## config.mk

```make
export PLATFORM = sky130hd
export DESIGN_NAME = nearest_neighbor_scale_address_gen_top_flat
export DESIGN_NICKNAME = d
export VERILOG_FILES = /design/src/sv/nnsag_pkg.sv /design/src/sv/nnsag_if.sv /design/src/sv/nnsag_fifo.sv /design/src/sv/nnsag_front.sv /design/src/sv/nnsag_div.sv /design/src/sv/nnsag_back.sv /design/src/sv/nearest_neighbor_scale_address_gen_top.sv /design/src/flat_wrapper.sv
export SDC_FILE = /design/constraint.sdc
export NUM_CORES = 2
export LEC_CHECK = 0
export ABC_AREA = 1
export BUFFER_PORTS_ARGS = -buffer_cell sky130_fd_sc_hd__buf_2
export CORE_MARGIN = 1.5
export CORE_UTILIZATION = 50
export CTS_CLUSTER_DIAMETER = 60
export DETAILED_ROUTE_END_ITERATION = 12
export PLACE_DENSITY = 0.72
export SLEW_MARGIN = 0
export SYNTH_ARGS = -nofsm -noshare
export SYNTH_HDL_FRONTEND = slang
export SYNTH_HIERARCHICAL = 1
export SYNTH_SLANG_ARGS = --single-unit
```

## constraint.sdc

```tcl
create_clock -name clk -period 15.6 [get_ports clk]
set_clock_uncertainty 0.15 [all_clocks]
set_input_delay 1.56 -clock clk [delete_from_list [all_inputs] [get_ports clk]]
set_output_delay 1.56 -clock clk [all_outputs]
set_load 0.02 [all_outputs]
```

## src/sv/nnsag_pkg.sv

```systemverilog
// ----------------------------------------------------------------------------
// nnsag_pkg
// Shared types, widths and register indexes of the stretch-blit address unit.
// ----------------------------------------------------------------------------
package nnsag_pkg;

	localparam int ADDR_W     = 26;
	localparam int EXT_W      = 14;
	localparam int POS_W      = 13;
	localparam int PROD_W     = POS_W + EXT_W;
	localparam int DIV_STEPS  = PROD_W;
	localparam int CNT_W      = $clog2(DIV_STEPS + 1);
	localparam int CFG_IDX_W  = 3;
	localparam int CFG_DATA_W = ADDR_W;
	localparam int FIFO_DEPTH = 2;
	localparam int FIFO_PTR_W = $clog2(FIFO_DEPTH);
	localparam int FIFO_CNT_W = $clog2(FIFO_DEPTH + 1);

	localparam logic [EXT_W-1:0] MAX_EXTENT = EXT_W'(8192);

	localparam logic [CFG_IDX_W-1:0] REG_SRC_ORIGIN = 3'd0;
	localparam logic [CFG_IDX_W-1:0] REG_SRC_PITCH  = 3'd1;
	localparam logic [CFG_IDX_W-1:0] REG_SRC_WIDTH  = 3'd2;
	localparam logic [CFG_IDX_W-1:0] REG_SRC_HEIGHT = 3'd3;
	localparam logic [CFG_IDX_W-1:0] REG_DST_ORIGIN = 3'd4;
	localparam logic [CFG_IDX_W-1:0] REG_DST_PITCH  = 3'd5;
	localparam logic [CFG_IDX_W-1:0] REG_DST_WIDTH  = 3'd6;
	localparam logic [CFG_IDX_W-1:0] REG_DST_HEIGHT = 3'd7;

	// configuration as used: widths and heights already saturated
	typedef struct packed {
		logic [ADDR_W-1:0] src_origin;
		logic [EXT_W-1:0]  src_pitch;
		logic [EXT_W-1:0]  src_width;
		logic [EXT_W-1:0]  src_height;
		logic [ADDR_W-1:0] dst_origin;
		logic [EXT_W-1:0]  dst_pitch;
		logic [EXT_W-1:0]  dst_width;
		logic [EXT_W-1:0]  dst_height;
	} cfg_t;

	// one classified item, front to back
	typedef struct packed {
		logic             pixel;
		logic [POS_W-1:0] row;
		logic [POS_W-1:0] col;
		logic             last;
	} job_t;

	function automatic logic [EXT_W-1:0] clamp_ext(input logic [EXT_W-1:0] v);
		return (v > MAX_EXTENT) ? MAX_EXTENT : v;
	endfunction

endpackage

```

## src/sv/nnsag_if.sv

```systemverilog
// ----------------------------------------------------------------------------
// nnsag_if
// Valid/ready channels for walk commands and address results.
// ----------------------------------------------------------------------------
interface nnsag_in_if;
	logic valid;
	logic ready;
	logic restart;

	modport source (output valid, output restart, input ready);
	modport sink (input valid, input restart, output ready);
endinterface

interface nnsag_out_if;
	logic                       valid;
	logic                       ready;
	logic                       valid_res;
	logic [nnsag_pkg::ADDR_W-1:0] src_index;
	logic [nnsag_pkg::ADDR_W-1:0] dst_index;
	logic                       last_pixel;

	modport source (output valid, output valid_res, output src_index, output dst_index,
		output last_pixel, input ready);
	modport sink (input valid, input valid_res, input src_index, input dst_index,
		input last_pixel, output ready);
endinterface

```

## src/sv/nnsag_fifo.sv

```systemverilog
// ----------------------------------------------------------------------------
// nnsag_fifo
// Short queue of classified items between front and back.
// ----------------------------------------------------------------------------
module nnsag_fifo (
	input  logic            clk,
	input  logic            arst_n,
	input  logic            push,
	input  nnsag_pkg::job_t push_data,
	output logic            full,
	input  logic            pop,
	output nnsag_pkg::job_t pop_data,
	output logic            empty
);
	import nnsag_pkg::*;

	job_t                  mem_q [FIFO_DEPTH];
	logic [FIFO_PTR_W-1:0] wr_ptr_q;
	logic [FIFO_PTR_W-1:0] rd_ptr_q;
	logic [FIFO_CNT_W-1:0] count_q;

	assign full     = (count_q == FIFO_CNT_W'(FIFO_DEPTH));
	assign empty    = (count_q == '0);
	assign pop_data = mem_q[rd_ptr_q];

	always_ff @(posedge clk) begin
		if (push) begin
			mem_q[wr_ptr_q] <= push_data;
		end
	end

	always_ff @(posedge clk or negedge arst_n) begin
		if (!arst_n) begin
			wr_ptr_q <= '0;
			rd_ptr_q <= '0;
			count_q  <= '0;
		end else begin
			if (push) begin
				wr_ptr_q <= (wr_ptr_q == FIFO_PTR_W'(FIFO_DEPTH - 1)) ? '0 : wr_ptr_q + 1'b1;
			end
			if (pop) begin
				rd_ptr_q <= (rd_ptr_q == FIFO_PTR_W'(FIFO_DEPTH - 1)) ? '0 : rd_ptr_q + 1'b1;
			end
			case ({push, pop})
				2'b10:   count_q <= count_q + 1'b1;
				2'b01:   count_q <= count_q - 1'b1;
				default: count_q <= count_q;
			endcase
		end
	end

	a_no_overflow: assert property (@(posedge clk) disable iff (!arst_n)
		full |-> !push)
		else $error("push into full queue");

endmodule

```

## src/sv/nnsag_front.sv

```systemverilog
// ----------------------------------------------------------------------------
// nnsag_front
// Accepts walk commands, steps the raster position and classifies each item.
// ----------------------------------------------------------------------------
module nnsag_front (
	input  logic            clk,
	input  logic            arst_n,
	input  nnsag_pkg::cfg_t cfg,
	nnsag_in_if.sink        in_ch,
	output logic            push,
	output nnsag_pkg::job_t push_data,
	input  logic            full
);
	import nnsag_pkg::*;

	logic [POS_W-1:0] row_q;
	logic [POS_W-1:0] col_q;
	logic             walk_done_q;

	logic             accept;
	logic             empty_rect;
	logic [EXT_W-1:0] col_inc;
	logic [EXT_W-1:0] row_inc;
	logic             col_wrap;
	logic [EXT_W-1:0] next_row;
	logic [EXT_W-1:0] next_col;
	logic             past_end;
	logic             upd;
	logic             pixel;
	logic [POS_W-1:0] row_d;
	logic [POS_W-1:0] col_d;
	logic             done_d;

	assign in_ch.ready = !full;
	assign accept      = in_ch.valid && !full;

	assign empty_rect = (cfg.dst_width == '0) || (cfg.dst_height == '0);
	assign col_inc    = {1'b0, col_q} + 1'b1;
	assign row_inc    = {1'b0, row_q} + 1'b1;
	assign col_wrap   = (col_inc >= cfg.dst_width);
	assign next_col   = col_wrap ? '0 : col_inc;
	assign next_row   = col_wrap ? row_inc : {1'b0, row_q};
	assign past_end   = (next_row >= cfg.dst_height);

	always_comb begin
		upd    = 1'b0;
		pixel  = 1'b0;
		row_d  = row_q;
		col_d  = col_q;
		done_d = walk_done_q;
		if (in_ch.restart) begin
			if (empty_rect) begin
				done_d = 1'b1;
			end else begin
				upd    = 1'b1;
				pixel  = 1'b1;
				row_d  = '0;
				col_d  = '0;
				done_d = 1'b0;
			end
		end else if (!walk_done_q) begin
			if (empty_rect || past_end) begin
				done_d = 1'b1;
			end else begin
				upd   = 1'b1;
				pixel = 1'b1;
				row_d = next_row[POS_W-1:0];
				col_d = next_col[POS_W-1:0];
			end
		end
	end

	always_comb begin
		push_data       = '0;
		push_data.pixel = pixel;
		if (pixel) begin
			push_data.row  = row_d;
			push_data.col  = col_d;
			push_data.last = ({1'b0, row_d} == cfg.dst_height - 1'b1) &&
				({1'b0, col_d} == cfg.dst_width - 1'b1);
		end
	end

	assign push = accept;

	always_ff @(posedge clk or negedge arst_n) begin
		if (!arst_n) begin
			row_q       <= '0;
			col_q       <= '0;
			walk_done_q <= 1'b1;
		end else if (accept) begin
			walk_done_q <= done_d;
			if (upd) begin
				row_q <= row_d;
				col_q <= col_d;
			end
		end
	end

endmodule

```

## src/sv/nnsag_div.sv

```systemverilog
// ----------------------------------------------------------------------------
// nnsag_div
// Restoring divider, one quotient bit per cycle.
// ----------------------------------------------------------------------------
module nnsag_div (
	input  logic                         clk,
	input  logic                         arst_n,
	input  logic                         start,
	input  logic [nnsag_pkg::PROD_W-1:0] dividend,
	input  logic [nnsag_pkg::EXT_W-1:0]  divisor,
	output logic                         busy,
	output logic [nnsag_pkg::POS_W-1:0]  quot
);
	import nnsag_pkg::*;

	logic [PROD_W-1:0] dvd_q;
	logic [EXT_W-1:0]  rem_q;
	logic [EXT_W-1:0]  dsr_q;
	logic [CNT_W-1:0]  cnt_q;

	logic [EXT_W:0]    trial;
	logic              fits;
	logic [EXT_W:0]    diff;

	assign trial = {rem_q, dvd_q[PROD_W-1]};
	assign fits  = (trial >= {1'b0, dsr_q});
	assign diff  = trial - {1'b0, dsr_q};
	assign busy  = (cnt_q != '0);
	// quotient stays below the source extent, so the low bits hold it all
	assign quot  = dvd_q[POS_W-1:0];

	always_ff @(posedge clk) begin
		if (start) begin
			dvd_q <= dividend;
			rem_q <= '0;
			dsr_q <= divisor;
		end else if (busy) begin
			dvd_q <= {dvd_q[PROD_W-2:0], fits};
			rem_q <= fits ? diff[EXT_W-1:0] : trial[EXT_W-1:0];
		end
	end

	always_ff @(posedge clk or negedge arst_n) begin
		if (!arst_n) begin
			cnt_q <= '0;
		end else if (start) begin
			cnt_q <= CNT_W'(DIV_STEPS);
		end else if (busy) begin
			cnt_q <= cnt_q - 1'b1;
		end
	end

endmodule

```

## src/sv/nnsag_back.sv

```systemverilog
// ----------------------------------------------------------------------------
// nnsag_back
// Maps queued positions to source and destination offsets; output register.
// ----------------------------------------------------------------------------
module nnsag_back (
	input  logic            clk,
	input  logic            arst_n,
	input  nnsag_pkg::cfg_t cfg,
	input  logic            empty,
	input  nnsag_pkg::job_t pop_data,
	output logic            pop,
	nnsag_out_if.source     out_ch
);
	import nnsag_pkg::*;

	localparam logic [1:0] ST_IDLE = 2'd0;
	localparam logic [1:0] ST_DIV  = 2'd1;
	localparam logic [1:0] ST_MUL  = 2'd2;
	localparam logic [1:0] ST_SUM  = 2'd3;

	logic [1:0]        state_q;
	job_t              job_q;
	logic [POS_W-1:0]  col_quot_q;
	logic [ADDR_W-1:0] src_mul_q;
	logic [ADDR_W-1:0] dst_mul_q;

	logic              out_valid_q;
	logic              res_valid_q;
	logic [ADDR_W-1:0] res_src_q;
	logic [ADDR_W-1:0] res_dst_q;
	logic              res_last_q;

	logic              out_free;
	logic              start;
	logic [PROD_W-1:0] prod_r;
	logic [PROD_W-1:0] prod_c;
	logic              row_busy;
	logic              col_busy;
	logic [POS_W-1:0]  row_quot;
	logic [POS_W-1:0]  col_quot;
	logic [PROD_W-1:0] src_mul;
	logic [PROD_W-1:0] dst_mul;
	logic              load_blank;
	logic              load_pixel;

	assign out_free   = !out_valid_q || out_ch.ready;
	assign start      = (state_q == ST_IDLE) && !empty && pop_data.pixel;
	assign load_blank = (state_q == ST_IDLE) && !empty && !pop_data.pixel && out_free;
	assign load_pixel = (state_q == ST_SUM) && out_free;
	assign pop        = start || load_blank;

	assign prod_r = PROD_W'(pop_data.row) * PROD_W'(cfg.src_height);
	assign prod_c = PROD_W'(pop_data.col) * PROD_W'(cfg.src_width);

	nnsag_div u_div_row (
		.clk      (clk),
		.arst_n   (arst_n),
		.start    (start),
		.dividend (prod_r),
		.divisor  (cfg.dst_height),
		.busy     (row_busy),
		.quot     (row_quot)
	);

	nnsag_div u_div_col (
		.clk      (clk),
		.arst_n   (arst_n),
		.start    (start),
		.dividend (prod_c),
		.divisor  (cfg.dst_width),
		.busy     (col_busy),
		.quot     (col_quot)
	);

	assign src_mul = PROD_W'(row_quot) * PROD_W'(cfg.src_pitch);
	assign dst_mul = PROD_W'(job_q.row) * PROD_W'(cfg.dst_pitch);

	always_ff @(posedge clk or negedge arst_n) begin
		if (!arst_n) begin
			state_q <= ST_IDLE;
		end else begin
			unique case (state_q)
				ST_IDLE: if (start) state_q <= ST_DIV;
				ST_DIV:  if (!row_busy && !col_busy) state_q <= ST_MUL;
				ST_MUL:  state_q <= ST_SUM;
				ST_SUM:  if (out_free) state_q <= ST_IDLE;
				default: state_q <= ST_IDLE;
			endcase
		end
	end

	always_ff @(posedge clk) begin
		if (start) begin
			job_q <= pop_data;
		end
		if (state_q == ST_MUL) begin
			src_mul_q  <= src_mul[ADDR_W-1:0];
			dst_mul_q  <= dst_mul[ADDR_W-1:0];
			col_quot_q <= col_quot;
		end
		if (load_blank) begin
			res_valid_q <= 1'b0;
			res_src_q   <= '0;
			res_dst_q   <= '0;
			res_last_q  <= 1'b0;
		end else if (load_pixel) begin
			res_valid_q <= 1'b1;
			res_src_q   <= cfg.src_origin + src_mul_q + ADDR_W'(col_quot_q);
			res_dst_q   <= cfg.dst_origin + dst_mul_q + ADDR_W'(job_q.col);
			res_last_q  <= job_q.last;
		end
	end

	always_ff @(posedge clk or negedge arst_n) begin
		if (!arst_n) begin
			out_valid_q <= 1'b0;
		end else if (load_blank || load_pixel) begin
			out_valid_q <= 1'b1;
		end else if (out_ch.ready) begin
			out_valid_q <= 1'b0;
		end
	end

	assign out_ch.valid      = out_valid_q;
	assign out_ch.valid_res  = res_valid_q;
	assign out_ch.src_index  = res_src_q;
	assign out_ch.dst_index  = res_dst_q;
	assign out_ch.last_pixel = res_last_q;

	a_blank_zero: assert property (@(posedge clk) disable iff (!arst_n)
		(out_valid_q && !res_valid_q) |->
			(res_src_q == '0 && res_dst_q == '0 && !res_last_q))
		else $error("blank item carries nonzero fields");

	a_mul_after_div: assert property (@(posedge clk) disable iff (!arst_n)
		(state_q == ST_MUL) |-> (!row_busy && !col_busy))
		else $error("multiply before division finished");

	a_div_started: assert property (@(posedge clk) disable iff (!arst_n)
		start |=> (row_busy && col_busy && state_q == ST_DIV))
		else $error("dividers not running after start");

endmodule

```

## src/sv/nearest_neighbor_scale_address_gen_top.sv

```systemverilog
// ----------------------------------------------------------------------------
// nearest_neighbor_scale_address_gen_top
// Address generator for a nearest-neighbour stretch blit. Each input item
// restarts or advances a row-major walk of the destination rectangle and gives
// one result item: source and destination pixel-word offsets and a last-pixel
// flag, or valid_res low with zero fields when no pixel is produced. An item
// that produces a pixel waits on the bit-serial dividers (one quotient bit
// per cycle over a 27-bit product) in the back end; an item with no pixel
// goes straight to the output register. A two-entry queue lets the front
// accept commands while the back end works. Widths and heights above 8192
// are used as 8192. Write configuration only while no item is outstanding.
// ----------------------------------------------------------------------------
module nearest_neighbor_scale_address_gen_top (
	input  logic                            clk,
	input  logic                            arst_n,
	nnsag_in_if.sink                        in_ch,
	nnsag_out_if.source                     out_ch,
	input  logic                            cfg_we,
	input  logic [nnsag_pkg::CFG_IDX_W-1:0]  cfg_index,
	input  logic [nnsag_pkg::CFG_DATA_W-1:0] cfg_data
);
	import nnsag_pkg::*;

	logic [ADDR_W-1:0] src_origin_q;
	logic [EXT_W-1:0]  src_pitch_q;
	logic [EXT_W-1:0]  src_width_q;
	logic [EXT_W-1:0]  src_height_q;
	logic [ADDR_W-1:0] dst_origin_q;
	logic [EXT_W-1:0]  dst_pitch_q;
	logic [EXT_W-1:0]  dst_width_q;
	logic [EXT_W-1:0]  dst_height_q;

	cfg_t cfg;
	logic push;
	job_t push_data;
	logic full;
	logic pop;
	job_t pop_data;
	logic empty;

	always_ff @(posedge clk or negedge arst_n) begin
		if (!arst_n) begin
			src_origin_q <= '0;
			src_pitch_q  <= '0;
			src_width_q  <= '0;
			src_height_q <= '0;
			dst_origin_q <= '0;
			dst_pitch_q  <= '0;
			dst_width_q  <= '0;
			dst_height_q <= '0;
		end else if (cfg_we) begin
			unique case (cfg_index)
				REG_SRC_ORIGIN: src_origin_q <= cfg_data[ADDR_W-1:0];
				REG_SRC_PITCH:  src_pitch_q  <= cfg_data[EXT_W-1:0];
				REG_SRC_WIDTH:  src_width_q  <= cfg_data[EXT_W-1:0];
				REG_SRC_HEIGHT: src_height_q <= cfg_data[EXT_W-1:0];
				REG_DST_ORIGIN: dst_origin_q <= cfg_data[ADDR_W-1:0];
				REG_DST_PITCH:  dst_pitch_q  <= cfg_data[EXT_W-1:0];
				REG_DST_WIDTH:  dst_width_q  <= cfg_data[EXT_W-1:0];
				REG_DST_HEIGHT: dst_height_q <= cfg_data[EXT_W-1:0];
				default: ;
			endcase
		end
	end

	always_comb begin
		cfg.src_origin = src_origin_q;
		cfg.src_pitch  = src_pitch_q;
		cfg.src_width  = clamp_ext(src_width_q);
		cfg.src_height = clamp_ext(src_height_q);
		cfg.dst_origin = dst_origin_q;
		cfg.dst_pitch  = dst_pitch_q;
		cfg.dst_width  = clamp_ext(dst_width_q);
		cfg.dst_height = clamp_ext(dst_height_q);
	end

	nnsag_front u_front (
		.clk       (clk),
		.arst_n    (arst_n),
		.cfg       (cfg),
		.in_ch     (in_ch),
		.push      (push),
		.push_data (push_data),
		.full      (full)
	);

	nnsag_fifo u_fifo (
		.clk       (clk),
		.arst_n    (arst_n),
		.push      (push),
		.push_data (push_data),
		.full      (full),
		.pop       (pop),
		.pop_data  (pop_data),
		.empty     (empty)
	);

	nnsag_back u_back (
		.clk      (clk),
		.arst_n   (arst_n),
		.cfg      (cfg),
		.empty    (empty),
		.pop_data (pop_data),
		.pop      (pop),
		.out_ch   (out_ch)
	);

endmodule
```

## src/flat_wrapper.sv

```systemverilog
// flat-port wrapper written by rule: the top's interface ports become plain ports
module nearest_neighbor_scale_address_gen_top_flat import nnsag_pkg::*;
  (clk, arst_n, cfg_we, cfg_index, cfg_data, in_ch_valid, in_ch_restart, in_ch_ready, out_ch_valid, out_ch_valid_res, out_ch_src_index, out_ch_dst_index, out_ch_last_pixel, out_ch_ready);
  nnsag_in_if in_ch_i ();
  nnsag_out_if out_ch_i ();
  input  logic clk;
  input  logic arst_n;
  input  logic cfg_we;
  input  logic [nnsag_pkg::CFG_IDX_W-1:0] cfg_index;
  input  logic [nnsag_pkg::CFG_DATA_W-1:0] cfg_data;
  input wire logic [$bits(in_ch_i.valid)-1:0] in_ch_valid;
  input wire logic [$bits(in_ch_i.restart)-1:0] in_ch_restart;
  output wire logic [$bits(in_ch_i.ready)-1:0] in_ch_ready;
  output wire logic [$bits(out_ch_i.valid)-1:0] out_ch_valid;
  output wire logic [$bits(out_ch_i.valid_res)-1:0] out_ch_valid_res;
  output wire logic [$bits(out_ch_i.src_index)-1:0] out_ch_src_index;
  output wire logic [$bits(out_ch_i.dst_index)-1:0] out_ch_dst_index;
  output wire logic [$bits(out_ch_i.last_pixel)-1:0] out_ch_last_pixel;
  input wire logic [$bits(out_ch_i.ready)-1:0] out_ch_ready;
  assign in_ch_i.valid = in_ch_valid;
  assign in_ch_i.restart = in_ch_restart;
  assign in_ch_ready = in_ch_i.ready;
  assign out_ch_valid = out_ch_i.valid;
  assign out_ch_valid_res = out_ch_i.valid_res;
  assign out_ch_src_index = out_ch_i.src_index;
  assign out_ch_dst_index = out_ch_i.dst_index;
  assign out_ch_last_pixel = out_ch_i.last_pixel;
  assign out_ch_i.ready = out_ch_ready;
  nearest_neighbor_scale_address_gen_top u_core (.clk(clk), .arst_n(arst_n), .in_ch(in_ch_i), .out_ch(out_ch_i), .cfg_we(cfg_we), .cfg_index(cfg_index), .cfg_data(cfg_data));
endmodule
```

==> impl_metrics.csv <==
group,metric,value,unit
status,status,"complete, no violations",
detailed_routing,routed_wl,145,mm
detailed_routing,drc,0,
logic_synthesis,syn-num-nets,8175,
place,gp_congestion,0.962,
clock_network,ctsResizeCount,0,
critical_path,worstSetupStartpointType,"flop",
clock_network,cts_tree,"done",
logic_synthesis,syn_avg_cell_area,7.52,um^2
clock_network,numClockSinks,492,
logic_synthesis,yosysSeqAreaShare,24.2,%
floorplanning,rows,120,
logic_synthesis,netlist_area,53800,um^2
critical_path,crit_type,"reg2reg",
critical_path,worstPathArrival,6.98,ns
logic_synthesis,synth_top_area_share,20.7,%
sta,tightest_slew,1.43,ns
critical_path,cp-startpoint,"u_core/u_fifo/rd_ptr_q",
clock_network,cts.htree.levels,3,
logic_synthesis,ys.warnings.count,6,
sta,tns,0,ns
clock_network,cts_hold_buf,0,
critical_path,rrSetupSlack,8.84,ns
clock_network,cts.clk_slew.worst_paths,0.06,ns
place,dp_hpwl,112,mm
min_path,hold_class,"reg2reg",
critical_path,rr_startpoint,"u_core/u_fifo/rd_ptr_q",
detailed_routing,routedWlPerCell,16.9,um
global_routing,grt_pass1_vias,43900,
floorplanning,start_util,50.4,%
logic_synthesis,async_reset_ff_share,36.6,%
run,drv_cap,0,
sta,maxSlewViolCount,0,
cells_and_area,multi_input_area,32900,um^2
critical_path,cp_data_required_time,15.82,ns
clock_network,clk_latency,0.65,ns
clock_network,numCtsBuffers,71,
cells_and_area,design_area,57800,um^2
floorplanning,fp.dieH,331,um
detailed_routing,dr.pass1.iters,6,
logic_synthesis,ys.flop_type,"edfxtp_1",
cells_and_area,fillers,10100,
global_routing,grt_max_degree,71,
sta,fmax,148,MHz
floorplanning,die_w,331,um
logic_synthesis,ys_types,54,
logic_synthesis,ys_ff_latch,492,
critical_path,reg2reg_to,"u_core/u_back/u_div_col/dvd_q[25]",
detailed_routing,drt_iter0_markers,3501,
sta,finalWorstSetupSlack,8.84,ns
logic_synthesis,synth-edff-count,230,
global_routing,grt_use_total,27.0,%
logic_synthesis,synth_cells,7159,
cells_and_area,seq_area,13100,um^2
cells_and_area,drive_gt1_share,5.27,%
place,io_buffers,90,
cells_and_area,nets,8163,
critical_path,crit_path_end,"u_core/u_back/u_div_col/dvd_q[25]",
clock_network,cts_buffer_depth,3,
detailed_routing,vias,44000,
critical_path,endpoint_kind,"flop",
clock_network,cts_setup_buffers,0,
sta,post-route-min-period,6.76,ns
global_routing,grt-ovfl-total,0,
place,placedInstanceArea,55400,um^2
floorplanning,core-area,107000,um^2
sta,setup_violations,0,
critical_path,path_max_fanout,57,
sta,hold_viol,0,
floorplanning,pin_count,91,
sta,relSlewSlack,4.31,%
logic_synthesis,synth_area_leaders,"fa_1 (21%), nand2_1 (15%), edfxtp_1 (13%)",
floorplanning,die_area,110000,um^2
sta,period_share,43.3,%
logic_synthesis,yosysTopAreaCell,"fa_1",
sta,rsz0062_at_grt,"no",
critical_path,reg2reg_depth,21,
global_routing,antenna_found_initial,4,
detailed_routing,final_antenna_net_count,0,
cells_and_area,area_delta_synth_final,7.44,%
place,pre_cts_ws,8.93,ns
global_routing,grt_pass1_wl,233,mm
detailed_routing,vias_per_cell,5.11,
clock_network,root_buffer,"clkbuf_16",
sta,whs,0.310,ns
critical path, stage by stage (launching register included):
cell     delay [ns]
dfrtp_2        0.74
o21ai_1        1.24
nand2_1        0.19
fa_1           0.51
fa_1           0.48
fa_1           0.55
inv_1          0.05
fa_1           0.47
inv_1          0.05
fa_1           0.53
inv_1          0.04
ha_1           0.36
a21oi_1        0.32
o21ai_0        0.14
a21oi_1        0.13
nand2_1        0.12
nand2_1        0.10
nand2_1        0.05
nand2_1        0.05
nand2_1        0.04
nand2_1        0.05
nand2_1        0.07
cell usage after synthesis, types with 33 or more instances:
master    instances
nand3_1         288
fa_1            556
o21ai_0         270
nor2_1          301
dfrtp_1         179
inv_1          1790
buf_4            33
clkbuf_1        159
xnor2_1          46
nand4_1          48
edfxtp_1        230
ha_1            425
a21oi_1         214
dfxtp_1          82
xor2_1          108
nor3_1           38
o21ai_1          39
nand2_1        2104
kinds of logic (layout without fill, tap and decap cells):
| family | Yosys count | in the layout | synth area share, % |
|---|---|---|---|
| xor gates and xnor gates | 154 | 154 | 2.51 |
| adders and majority gates | 981 | 981 | 30.6 |
| DFF | 492 | 492 | 24.2 |
| AOI/OAI and AO/OA | 603 | 603 | 6.01 |
| and+or+nand+nor | 2893 | 2893 | 22.0 |
| other | 0 | 1 | 0 |
| buffers and inverters | 2036 | 2083 | 14.7 |
cells in the final DEF (no fill, tap or decap), drive strengths merged, types with 7 or more instances in the layout:
master / Yosys / layout
nand3: 300 / 300
clkinv: 1 / 18
o21a: 9 / 9
buf: 76 / 150
or2: 12 / 12
and2: 7 / 7
a21oi: 214 / 214
nor3: 43 / 43
a21o: 19 / 19
o21ai: 322 / 322
o21bai: 20 / 20
fa: 556 / 556
nand4: 50 / 50
edfxtp: 230 / 230
clkbuf: 160 / 92
dfxtp: 82 / 82
inv: 1799 / 1814
dfrtp: 179 / 179
nor2: 327 / 327
nand3b: 25 / 25
ha: 425 / 425
nand2: 2127 / 2127
xnor2: 46 / 46
xor2: 108 / 108
layer usage:
metal  up-vias  routed length, um  part of all wire, %  GRT usage (%)
met3       245               9760                  6.7           4.01
li1      21300                  -                    -              -
met1     21000              61500                   42           35.0
met2      1409              69500                   48           46.3
met5         -                 13               0.0089              0
met4         2               4460                  3.1           8.86
state kept, by name, summed over array words and instances, names as in the netlist, 27 cells and up:
register	flops
u_core/u_back/job_q	27
u_core/u_back/u_div_col/dvd_q	27
u_core/u_back/u_div_row/dvd_q	27
u_core/u_fifo/mem_q	56
how the worst min path moves through the flow:
stage | from | cells past startpoint | slack, ns | end
finish | u_core/u_back/u_div_col/dvd_q[7] | 0 | 0.31 | u_core/u_back/col_quot_q[7]
global route | u_core/u_back/u_div_col/dvd_q[7] | 0 | 0.31 | u_core/u_back/col_quot_q[7]
CTS | u_core/u_back/u_div_col/dvd_q[1] | 0 | 0.31 | u_core/u_back/col_quot_q[1]
detailed placement | u_core/u_back/u_div_col/dvd_q[3] | 0 | 0.29 | u_core/u_back/col_quot_q[3]
global placement | u_core/u_back/u_div_col/dvd_q[7] | 0 | 0.29 | u_core/u_back/col_quot_q[7]
floorplan | u_core/u_back/u_div_col/rem_q[10] | 2 | 0.29 | u_core/u_back/u_div_col/rem_q[10]
through the flow:
step	util, %	std cells
after detailed placement	51.8	8477
after CTS	54.1	8609
after global routing	54.1	8609
final	54.1	8610
after global placement	51.8	8477
after floorplan	-	7159
area by class of cell:
cell class	count	area share (%)
multi-input cells	4631	56.9
flip-flops and latches	492	22.6
inverters	1800	11.7
clock buffers	91	3.49
well taps	1403	3.03
repair buffers	151	1.59
clock inverters	41	0.748
diodes	1	0.00433
Power is left out: the tool's default activity adds up to more than one toggle a clock period on the data nets, which glitch-free logic cannot reach.
